### src/rtl/core/swps_pkg.sv
// servo wag pattern sequencer: shared types, register indexes, mode codes
// and reset values; no dependencies
`timescale 1ns / 1ps
`default_nettype none

package swps_pkg;

  localparam int unsigned AngleW   = 8;
  localparam int unsigned OffsetW  = 9;
  localparam int unsigned TimeW    = 16;
  localparam int unsigned CountW   = 8;
  localparam int unsigned ModeW    = 2;
  localparam int unsigned CfgIdxW  = 3;
  localparam int unsigned CfgDataW = 16;
  localparam int unsigned SumW     = 11;

  localparam logic [AngleW-1:0] AngleMax = 8'd180;

  // register indexes
  localparam logic [CfgIdxW-1:0] REG_ENABLED         = 3'd0;
  localparam logic [CfgIdxW-1:0] REG_UPDATE_INTERVAL = 3'd1;
  localparam logic [CfgIdxW-1:0] REG_CENTER_ANGLE    = 3'd2;
  localparam logic [CfgIdxW-1:0] REG_WAG_OFFSET      = 3'd3;
  localparam logic [CfgIdxW-1:0] REG_SIDE_TICKS      = 3'd4;
  localparam logic [CfgIdxW-1:0] REG_REST_TICKS      = 3'd5;
  localparam logic [CfgIdxW-1:0] REG_WAG_LIMIT       = 3'd6;

  // mode codes
  localparam logic [ModeW-1:0] MODE_CENTER   = 2'd0;
  localparam logic [ModeW-1:0] MODE_HOLD     = 2'd1;
  localparam logic [ModeW-1:0] MODE_WAG      = 2'd2;
  localparam logic [ModeW-1:0] MODE_INTERVAL = 2'd3;

  // reset values
  localparam logic                       RST_ENABLED         = 1'b1;
  localparam logic [TimeW-1:0]           RST_UPDATE_INTERVAL = 16'd0;
  localparam logic [AngleW-1:0]          RST_CENTER_ANGLE    = 8'd90;
  localparam logic signed [OffsetW-1:0]  RST_WAG_OFFSET      = 9'sd30;
  localparam logic [TimeW-1:0]           RST_SIDE_TICKS      = 16'd200;
  localparam logic [TimeW-1:0]           RST_REST_TICKS      = 16'd1000;
  localparam logic [CountW-1:0]          RST_WAG_LIMIT       = 8'd3;

  typedef struct packed {
    logic                      enabled;
    logic [TimeW-1:0]          update_interval;
    logic [AngleW-1:0]         center_angle;
    logic signed [OffsetW-1:0] wag_offset;
    logic [TimeW-1:0]          side_ticks;
    logic [TimeW-1:0]          rest_ticks;
    logic [CountW-1:0]         wag_limit;
  } swps_cfg_t;

  function automatic logic [AngleW-1:0] clamp_angle(input logic signed [SumW-1:0] a);
    logic [AngleW-1:0] r;
    if (a < 0) begin
      r = '0;
    end else if (a > $signed({3'b000, AngleMax})) begin
      r = AngleMax;
    end else begin
      r = a[AngleW-1:0];
    end
    return r;
  endfunction

endpackage

`default_nettype wire

### src/rtl/core/swps_if.sv
// valid/ready channel interfaces for the servo wag pattern sequencer
// depends on swps_pkg
`timescale 1ns / 1ps
`default_nettype none

interface swps_in_if import swps_pkg::*; ();
  logic              valid;
  logic              ready;
  logic [ModeW-1:0]  mode;
  logic [AngleW-1:0] hold_angle;
  logic              restart;

  modport source (output valid, mode, hold_angle, restart, input ready);
  modport sink   (input valid, mode, hold_angle, restart, output ready);
endinterface

interface swps_out_if import swps_pkg::*; ();
  logic              valid;
  logic              ready;
  logic [AngleW-1:0] servo_angle;

  modport source (output valid, servo_angle, input ready);
  modport sink   (input valid, servo_angle, output ready);
endinterface

interface swps_cfg_if import swps_pkg::*; ();
  logic                valid;
  logic                ready;
  logic [CfgIdxW-1:0]  idx;
  logic [CfgDataW-1:0] wdata;

  modport source (output valid, idx, wdata, input ready);
  modport sink   (input valid, idx, wdata, output ready);
endinterface

`default_nettype wire

### src/rtl/core/swps_cfg_regs.sv
// configuration register file of the servo wag pattern sequencer
// depends on swps_pkg and swps_cfg_if
`timescale 1ns / 1ps
`default_nettype none

module swps_cfg_regs import swps_pkg::*; (
  input  wire         clk,
  input  wire         rst_n,
  swps_cfg_if.sink    cfg_chan,
  output swps_cfg_t   cfg
);

  swps_cfg_t cfg_r;
  swps_cfg_t cfg_nxt;

  assign cfg_chan.ready = 1'b1;
  assign cfg = cfg_r;

  always_comb begin
    cfg_nxt = cfg_r;
    if (cfg_chan.valid) begin
      unique case (cfg_chan.idx)
        REG_ENABLED:         cfg_nxt.enabled         = cfg_chan.wdata[0];
        REG_UPDATE_INTERVAL: cfg_nxt.update_interval = cfg_chan.wdata[TimeW-1:0];
        REG_CENTER_ANGLE:    cfg_nxt.center_angle    = cfg_chan.wdata[AngleW-1:0];
        REG_WAG_OFFSET:      cfg_nxt.wag_offset      = $signed(cfg_chan.wdata[OffsetW-1:0]);
        REG_SIDE_TICKS:      cfg_nxt.side_ticks      = cfg_chan.wdata[TimeW-1:0];
        REG_REST_TICKS:      cfg_nxt.rest_ticks      = cfg_chan.wdata[TimeW-1:0];
        REG_WAG_LIMIT:       cfg_nxt.wag_limit       = cfg_chan.wdata[CountW-1:0];
        default:             cfg_nxt = cfg_r;
      endcase
    end
  end

  always_ff @(posedge clk) begin
    if (!rst_n) begin
      cfg_r.enabled         <= RST_ENABLED;
      cfg_r.update_interval <= RST_UPDATE_INTERVAL;
      cfg_r.center_angle    <= RST_CENTER_ANGLE;
      cfg_r.wag_offset      <= RST_WAG_OFFSET;
      cfg_r.side_ticks      <= RST_SIDE_TICKS;
      cfg_r.rest_ticks      <= RST_REST_TICKS;
      cfg_r.wag_limit       <= RST_WAG_LIMIT;
    end else begin
      cfg_r <= cfg_nxt;
    end
  end

endmodule

`default_nettype wire

### src/rtl/core/servo_wag_pattern_sequencer.sv
// servo wag pattern sequencer top level: input register, tick logic and
// two-entry result buffer; depends on swps_pkg, swps_if and swps_cfg_regs
//
// usage:
//   in_chan  - one item per millisecond tick: mode, hold_angle, restart
//   out_chan - one servo_angle item for each tick that fires an update
//   cfg_chan - register writes (idx, wdata), always ready, idle-time only
// an item is registered on acceptance and evaluated against the countdown
// state; when there is space its result is registered into the output
// register, or into the skid entry while the output register is held.
// one item per cycle is sustained while the receiver keeps up; the limit
// is the single evaluation stage that updates countdowns, side and wag count.
// ticks that give no result still advance the countdowns.
// reset clears countdowns, side and wag count and loads register defaults.
// when the receiver stalls, a skid entry behind the output register holds one
// more result and the input register one more item; only then does
// in_chan.ready drop.
`timescale 1ns / 1ps
`default_nettype none

module servo_wag_pattern_sequencer import swps_pkg::*; (
  input  wire         clk,
  input  wire         rst_n,
  swps_in_if.sink     in_chan,
  swps_out_if.source  out_chan,
  swps_cfg_if.sink    cfg_chan
);

  swps_cfg_t cfg;

  swps_cfg_regs u_cfg_regs (
    .clk      (clk),
    .rst_n    (rst_n),
    .cfg_chan (cfg_chan),
    .cfg      (cfg)
  );

  // input register
  logic              s1_valid_r;
  logic [ModeW-1:0]  s1_mode_r;
  logic [AngleW-1:0] s1_hold_r;
  logic              s1_restart_r;

  // tick state
  logic [TimeW-1:0]  update_wait_r, update_wait_nxt;
  logic [TimeW-1:0]  wag_wait_r, wag_wait_nxt;
  logic              wag_side_r, wag_side_nxt;
  logic [CountW-1:0] wags_done_r, wags_done_nxt;

  // result buffer
  logic              out_valid_r, out_valid_nxt;
  logic [AngleW-1:0] out_angle_r, out_angle_nxt;
  logic              skid_valid_r, skid_valid_nxt;
  logic [AngleW-1:0] skid_angle_r, skid_angle_nxt;

  logic [TimeW-1:0]      uw_dec;
  logic [TimeW-1:0]      ww_dec;
  logic [CountW-1:0]     wd_cur;
  logic                  fire;
  logic                  emit;
  logic [AngleW-1:0]     angle;
  logic signed [SumW-1:0] c_ext;
  logic signed [SumW-1:0] o_ext;
  logic [AngleW-1:0]     ang_plus;
  logic [AngleW-1:0]     ang_minus;
  logic [AngleW-1:0]     ang_center;
  logic [AngleW-1:0]     ang_hold;
  logic [AngleW-1:0]     ang_wag;

  logic pop;
  logic space;
  logic s1_adv;
  logic push;
  logic in_acc;

  assign pop    = out_valid_r && out_chan.ready;
  assign space  = !skid_valid_r || pop;
  assign s1_adv = s1_valid_r && (!emit || space);
  assign push   = s1_adv && emit;
  assign in_chan.ready = !s1_valid_r || s1_adv;
  assign in_acc = in_chan.valid && in_chan.ready;

  assign out_chan.valid       = out_valid_r;
  assign out_chan.servo_angle = out_angle_r;

  // angle arithmetic
  assign c_ext      = $signed({3'b000, cfg.center_angle});
  assign o_ext      = SumW'(cfg.wag_offset);
  assign ang_plus   = clamp_angle(c_ext + o_ext);
  assign ang_minus  = clamp_angle(c_ext - o_ext);
  assign ang_center = clamp_angle(c_ext);
  assign ang_hold   = clamp_angle($signed({3'b000, s1_hold_r}));
  assign ang_wag    = wag_side_r ? ang_minus : ang_plus;

  assign uw_dec = (update_wait_r != '0) ? update_wait_r - TimeW'(1) : '0;
  assign ww_dec = (wag_wait_r != '0) ? wag_wait_r - TimeW'(1) : '0;
  assign wd_cur = s1_restart_r ? '0 : wags_done_r;
  assign fire   = cfg.enabled && (uw_dec == '0);

  always_comb begin
    emit            = 1'b0;
    angle           = ang_center;
    update_wait_nxt = uw_dec;
    wag_wait_nxt    = ww_dec;
    wag_side_nxt    = wag_side_r;
    wags_done_nxt   = wd_cur;
    if (fire) begin
      update_wait_nxt = cfg.update_interval;
      case (s1_mode_r)
        MODE_HOLD: begin
          emit  = 1'b1;
          angle = ang_hold;
        end
        MODE_WAG: begin
          if (ww_dec == '0) begin
            emit         = 1'b1;
            angle        = ang_wag;
            wag_wait_nxt = cfg.side_ticks;
            wag_side_nxt = !wag_side_r;
          end
        end
        MODE_INTERVAL: begin
          if (ww_dec == '0) begin
            emit = 1'b1;
            if (wd_cur < cfg.wag_limit) begin
              angle        = ang_wag;
              wag_wait_nxt = cfg.side_ticks;
              wag_side_nxt = !wag_side_r;
              if (!wag_side_r) begin
                wags_done_nxt = wd_cur + CountW'(1);
              end
            end else begin
              angle         = ang_center;
              wag_wait_nxt  = cfg.rest_ticks;
              wags_done_nxt = '0;
            end
          end
        end
        default: begin
          emit  = 1'b1;
          angle = ang_center;
        end
      endcase
    end
  end

  // result buffer steering
  always_comb begin
    out_valid_nxt  = out_valid_r;
    out_angle_nxt  = out_angle_r;
    skid_valid_nxt = skid_valid_r;
    skid_angle_nxt = skid_angle_r;
    if (!out_valid_r || pop) begin
      if (skid_valid_r) begin
        out_valid_nxt  = 1'b1;
        out_angle_nxt  = skid_angle_r;
        skid_valid_nxt = push;
        skid_angle_nxt = angle;
      end else begin
        out_valid_nxt = push;
        out_angle_nxt = angle;
      end
    end else if (push) begin
      skid_valid_nxt = 1'b1;
      skid_angle_nxt = angle;
    end
  end

  always_ff @(posedge clk) begin
    if (!rst_n) begin
      s1_valid_r    <= 1'b0;
      update_wait_r <= '0;
      wag_wait_r    <= '0;
      wag_side_r    <= 1'b0;
      wags_done_r   <= '0;
      out_valid_r   <= 1'b0;
      skid_valid_r  <= 1'b0;
    end else begin
      if (in_chan.ready) begin
        s1_valid_r <= in_chan.valid;
      end
      if (s1_adv) begin
        update_wait_r <= update_wait_nxt;
        wag_wait_r    <= wag_wait_nxt;
        wag_side_r    <= wag_side_nxt;
        wags_done_r   <= wags_done_nxt;
      end
      out_valid_r  <= out_valid_nxt;
      skid_valid_r <= skid_valid_nxt;
    end
  end

  always_ff @(posedge clk) begin
    if (in_acc) begin
      s1_mode_r    <= in_chan.mode;
      s1_hold_r    <= in_chan.hold_angle;
      s1_restart_r <= in_chan.restart;
    end
    out_angle_r  <= out_angle_nxt;
    skid_angle_r <= skid_angle_nxt;
  end

endmodule

`default_nettype wire

### src/flat_wrapper.sv
// flat-port wrapper written by rule: the top's interface ports become plain ports
module servo_wag_pattern_sequencer_flat import swps_pkg::*;
  (clk, rst_n, in_chan_valid, in_chan_mode, in_chan_hold_angle, in_chan_restart, in_chan_ready, out_chan_valid, out_chan_servo_angle, out_chan_ready, cfg_chan_valid, cfg_chan_idx, cfg_chan_wdata, cfg_chan_ready);
  swps_in_if in_chan_i ();
  swps_out_if out_chan_i ();
  swps_cfg_if cfg_chan_i ();
  input  wire clk;
  input  wire rst_n;
  input wire logic [$bits(in_chan_i.valid)-1:0] in_chan_valid;
  input wire logic [$bits(in_chan_i.mode)-1:0] in_chan_mode;
  input wire logic [$bits(in_chan_i.hold_angle)-1:0] in_chan_hold_angle;
  input wire logic [$bits(in_chan_i.restart)-1:0] in_chan_restart;
  output wire logic [$bits(in_chan_i.ready)-1:0] in_chan_ready;
  output wire logic [$bits(out_chan_i.valid)-1:0] out_chan_valid;
  output wire logic [$bits(out_chan_i.servo_angle)-1:0] out_chan_servo_angle;
  input wire logic [$bits(out_chan_i.ready)-1:0] out_chan_ready;
  input wire logic [$bits(cfg_chan_i.valid)-1:0] cfg_chan_valid;
  input wire logic [$bits(cfg_chan_i.idx)-1:0] cfg_chan_idx;
  input wire logic [$bits(cfg_chan_i.wdata)-1:0] cfg_chan_wdata;
  output wire logic [$bits(cfg_chan_i.ready)-1:0] cfg_chan_ready;
  assign in_chan_i.valid = in_chan_valid;
  assign in_chan_i.mode = in_chan_mode;
  assign in_chan_i.hold_angle = in_chan_hold_angle;
  assign in_chan_i.restart = in_chan_restart;
  assign in_chan_ready = in_chan_i.ready;
  assign out_chan_valid = out_chan_i.valid;
  assign out_chan_servo_angle = out_chan_i.servo_angle;
  assign out_chan_i.ready = out_chan_ready;
  assign cfg_chan_i.valid = cfg_chan_valid;
  assign cfg_chan_i.idx = cfg_chan_idx;
  assign cfg_chan_i.wdata = cfg_chan_wdata;
  assign cfg_chan_ready = cfg_chan_i.ready;
  servo_wag_pattern_sequencer u_core (.clk(clk), .rst_n(rst_n), .in_chan(in_chan_i), .out_chan(out_chan_i), .cfg_chan(cfg_chan_i));
endmodule
### config.mk
export PLATFORM = sky130hd
export DESIGN_NAME = servo_wag_pattern_sequencer_flat
export DESIGN_NICKNAME = d
export VERILOG_FILES = /design/src/rtl/core/swps_pkg.sv /design/src/rtl/core/swps_if.sv /design/src/rtl/core/swps_cfg_regs.sv /design/src/rtl/core/servo_wag_pattern_sequencer.sv /design/src/flat_wrapper.sv
export SDC_FILE = /design/constraint.sdc
export NUM_CORES = 1
export LEC_CHECK = 0
export BUFFER_PORTS_ARGS = -buffer_cell sky130_fd_sc_hd__buf_2
export CAP_MARGIN = 15
export CORE_MARGIN = 3
export CORE_UTILIZATION = 35
export CTS_BUF_LIST = sky130_fd_sc_hd__clkbuf_8
export DETAILED_ROUTE_END_ITERATION = 6
export HOLD_SLACK_MARGIN = 0.15
export PLACE_DENSITY = 0.57
export SYNTH_ARGS = -nofsm -noshare
export SYNTH_HDL_FRONTEND = slang
export SYNTH_SLANG_ARGS = --single-unit
### constraint.sdc
create_clock -name clk -period 3.04 [get_ports clk]
set_input_delay 0 -clock clk [delete_from_list [all_inputs] [get_ports clk]]
set_output_delay 0 -clock clk [all_outputs]
set_load 0.01 [all_outputs]
==> impl_results.md <==
* Outcome: finished, violations left
* Violated checks: negative setup slack
* Final routed DRC violation total at 0
* Number of placement rows at 55
* Maximum number of buffers from clock root to sink at 2
* Min-Delay Path Depth at 2
* Type of the tightest min-delay check: in2reg
* Global-route congestion overflow total at 0
* Worst-Skew Late Latency at 0.47 ns
* Total power per unit cell area at 475 nW/µm²
* Area of the mapped netlist at 8320 µm²
* Sink Count at 145
* Total number of vias at 8129
* Number of storage elements in the synthesis netlist at 145
* Clock buffers created by TritonCTS at 17
* Yosys top cell area share at 28.4%
* Maximum clock rate at 317 MHz
* Total setup violations reported at the end of the flow at 24
* Maxcap violations at 0
* Path depth of the worst reg2reg path at 12
* Final ANT Viol Nets at 0
* Number of standard cells after synthesis at 1020
* Floorplan die area at 25600 µm²
* CTS clk-pin slew, worst paths at 0.09 ns
* Synthesized netlist net count at 1083
* Core Area at 23000 µm²
* Area of the multi-input gates at 5550 µm²
* Die Wd at 160 µm
* Cells taking the most area after synthesis: sky130_fd_sc_hd__dfxtp_1 28%, sky130_fd_sc_hd__edfxtp_1 9.7%, sky130_fd_sc_hd__nand2_1 8.8%
* Violation count after the first detailed-routing iteration at 501
* Startpoint types: flip-flop
* Most common library cell in the layout ignoring fill and taps: sky130_fd_sc_hd__nand2_1
* Leakage power figure at 0.00466 µW
* Antenna violations before repair at 0
* Min setup slack post-route at -0.117 ns
* Slew margin rel. at 36.7%
* Data arrival, critical path at 3.33 ns
* Top library cells by usage in the layout, fill and taps aside: 187 x sky130_fd_sc_hd__nand2_1, 130 x sky130_fd_sc_hd__buf_4, 110 x sky130_fd_sc_hd__dfxtp_1, 61 x sky130_fd_sc_hd__a21boi_0, 50 x sky130_fd_sc_hd__nor2_1
* Number of inserted diodes at 0
* Post-synth top flop: sky130_fd_sc_hd__dfxtp_1
* Worst slack, placed at -0.242 ns
* Total cell area at the placement stage at 9880 µm²
* GP Congestion at 0.900
* Count of different cell masters after synthesis at 70
* Minimum clock period at 3.16 ns
* Vias per cell at 5.24
* Num ports at 46
* Element type at the critical path end: flip-flop
* Maximum level of the CTS H-tree at 4
* Signed area change from the synthesized netlist to the final layout at 40.2%
* First-pass GRT wire length at 40.7 mm
* Syn avg cell area at 8.15 µm²
* Pin count of the biggest net entering global routing at 92
* Unrepaired setup endpoints after global routing: true
* Share of synthesized area occupied by flip-flops and latches at 38.2%
* First-pass detailed-route iteration total at 5
* Category of the critical setup timing path: reg2reg
* Global-route usage over all layers at 19.5%
* Routed WL at 25.8 mm
* Data required, critical path at 3.21 ns
* CTS Root Cell: sky130_fd_sc_hd__clkbuf_8
* Summed area of non-filler cells in the final layout at 11700 µm²
* Share of cells above drive strength 1 at 31.3%
* Fraction of registers with async set or reset after synthesis at 0%
* Number of buffers inserted by port buffering at 44
* Pin slew with the least headroom to its limit at 0.949 ns
* Fin crit share at 104%
* Fin. max-slew vios at 0
* Worst VDD drop at 0.000286 V
* Skew final at 0.0179 ns
* Register area at 3190 µm²
* Yosys warning count at 0
* Crit path max fanout at 8
* Average wire length per cell after detail routing at 16.6 µm
* Dominant cell type by area after synthesis: sky130_fd_sc_hd__dfxtp_1
* Number of fill cells in the layout at 2190
* CTS tree: yes
* Height of the chip at 160 µm
* Number of global-route vias before repair at 7822
* Count of endpoints failing hold in the final timing report at 0
* Placed wire-length estimate at 18.1 mm
* Number of enable-type register cells in the synthesized netlist at 27
* Initial Utilization at 36.2%
* Nets@finish at 1289
-- worst paths after layout --
path	slack [ns]	startpoint	endpoint
setup reg to reg	-0.12	u_core.update_wait_r[1]	u_core.skid_angle_r[3]
hold reg to reg	0.47	u_core.u_cfg_regs.cfg[23]	u_core.u_cfg_regs.cfg[23]
setup / recovery	-0.12	u_core.update_wait_r[1]	u_core.skid_angle_r[3]
hold / removal	0.25	in_chan_hold_angle[6]	u_core.s1_hold_r[6]
-- layer usage --
metal / track usage [%] / wire length [µm]
met3: 3.27 / 1040
met5: 0 / 0
met4: 5.48 / 417
met1: 26.5 / 12300
met2: 31.8 / 12000
-- cell families (layout without fill, tap and decap cells) --
family | count (synthesis) | count (layout) | synth area share [%]
simple gates | 436 | 436 | 25.5
compound gates | 276 | 276 | 22.5
flops | 145 | 145 | 38.2
buf+inv | 92 | 311 | 4.42
fa+ha+maj | 28 | 28 | 4.39
mux | 25 | 25 | 3.23
xor+xnor | 17 | 17 | 1.79
other cells | 1 | 1 | 0.0451
-- stage by stage --
step	utilization [%]	hold slack [ns]	instances	power, µW	TNS, ns
after global placement	43.0	0.179	1465	3540	-8.46
after CTS	47.5	0.222	1538	5310	-0.367
after global routing	50.7	0.241	1552	5800	-6.31
after floorplan	-	0.0989	1020	2970	-0.350
after detailed placement	43.0	0.178	1465	3540	-8.41
final	50.7	0.252	1552	5540	-1.39
-- worst max-delay path: stages, from the launching register on --
cell	delay (ns)
sky130_fd_sc_hd__dfxtp_4	0.37
sky130_fd_sc_hd__inv_2	0.08
sky130_fd_sc_hd__ha_4	0.13
sky130_fd_sc_hd__nor3b_4	0.24
sky130_fd_sc_hd__nand2_2	0.10
sky130_fd_sc_hd__buf_6	0.14
sky130_fd_sc_hd__nor3_4	0.16
sky130_fd_sc_hd__mux2_4	0.35
sky130_fd_sc_hd__nor4_4	0.33
sky130_fd_sc_hd__buf_4	0.20
sky130_fd_sc_hd__nand2_4	0.06
sky130_fd_sc_hd__or4_4	0.58
sky130_fd_sc_hd__nand2_8	0.12
-- registers in the layout, summed over array words and instances (netlist names) --
| signal | cells |
|---|---|
| u_core.skid_angle_r | 8 |
| u_core.u_cfg_regs.cfg | 74 |
| u_core.s1_hold_r | 8 |
| u_core.s1_valid_r | 1 |
| u_core.wag_side_r | 1 |
| u_core.s1_mode_r | 2 |
| u_core.skid_valid_r | 1 |
| u_core.wag_wait_r | 16 |
| u_core.out_chan.valid | 1 |
| u_core.wags_done_r | 8 |
| u_core.s1_restart_r | 1 |
| u_core.update_wait_r | 16 |
| u_core.out_chan.servo_angle | 8 |
-- cell usage after synthesis, types with 10 or more instances --
| library cell | count |
|---|---|
| sky130_fd_sc_hd__nand2_1 | 196 |
| sky130_fd_sc_hd__dfxtp_1 | 118 |
| sky130_fd_sc_hd__a21boi_0 | 67 |
| sky130_fd_sc_hd__a21oi_1 | 58 |
| sky130_fd_sc_hd__nor2_1 | 57 |
| sky130_fd_sc_hd__inv_1 | 44 |
| sky130_fd_sc_hd__nand3_1 | 42 |
| sky130_fd_sc_hd__o21ai_0 | 40 |
| sky130_fd_sc_hd__clkbuf_1 | 38 |
| sky130_fd_sc_hd__edfxtp_1 | 27 |
| sky130_fd_sc_hd__ha_1 | 26 |
| sky130_fd_sc_hd__nor3_1 | 22 |
| sky130_fd_sc_hd__nor2b_1 | 21 |
| sky130_fd_sc_hd__o211ai_1 | 14 |
| sky130_fd_sc_hd__mux2i_1 | 13 |
| sky130_fd_sc_hd__or3_1 | 13 |
| sky130_fd_sc_hd__xnor2_1 | 13 |
| sky130_fd_sc_hd__nand2b_1 | 12 |
| sky130_fd_sc_hd__o22ai_1 | 12 |
| sky130_fd_sc_hd__o31ai_1 | 12 |
| sky130_fd_sc_hd__mux2_2 | 11 |
| sky130_fd_sc_hd__nor4_1 | 11 |
| sky130_fd_sc_hd__o211a_1 | 11 |
| sky130_fd_sc_hd__o21a_1 | 11 |
| sky130_fd_sc_hd__and2_1 | 10 |
-- area by class of cell --
type                            instances  area share (%)
Sequential cell                       145            27.4
Inverter                               44            1.46
Timing Repair Buffer                  235            16.6
Multi-Input combinational cell        783            47.6
Tap cell                              313            3.36
Clock inverter                         15            1.65
Clock buffer                           17            2.01
-- power breakdown --
group	internal (µW)	total, µW	switching, µW
combinational	841	1740	896
sequential	2050	2130	81.2
clock	773	1670	896
total	3660	5540	1870
-- what timing repair did --
item | 4_1_cts | 5_1_grt
endpoints found under the setup margin | 71 | 74
buffers inserted | 6 | 13
gates resized for setup | 52 | 144
cloned | 0 | 3
endpoints found under the hold margin | 97 | 0
hold buffers | 35 | 0
pin swaps | 18 | 56
Power figures use the tool's default switching activity.
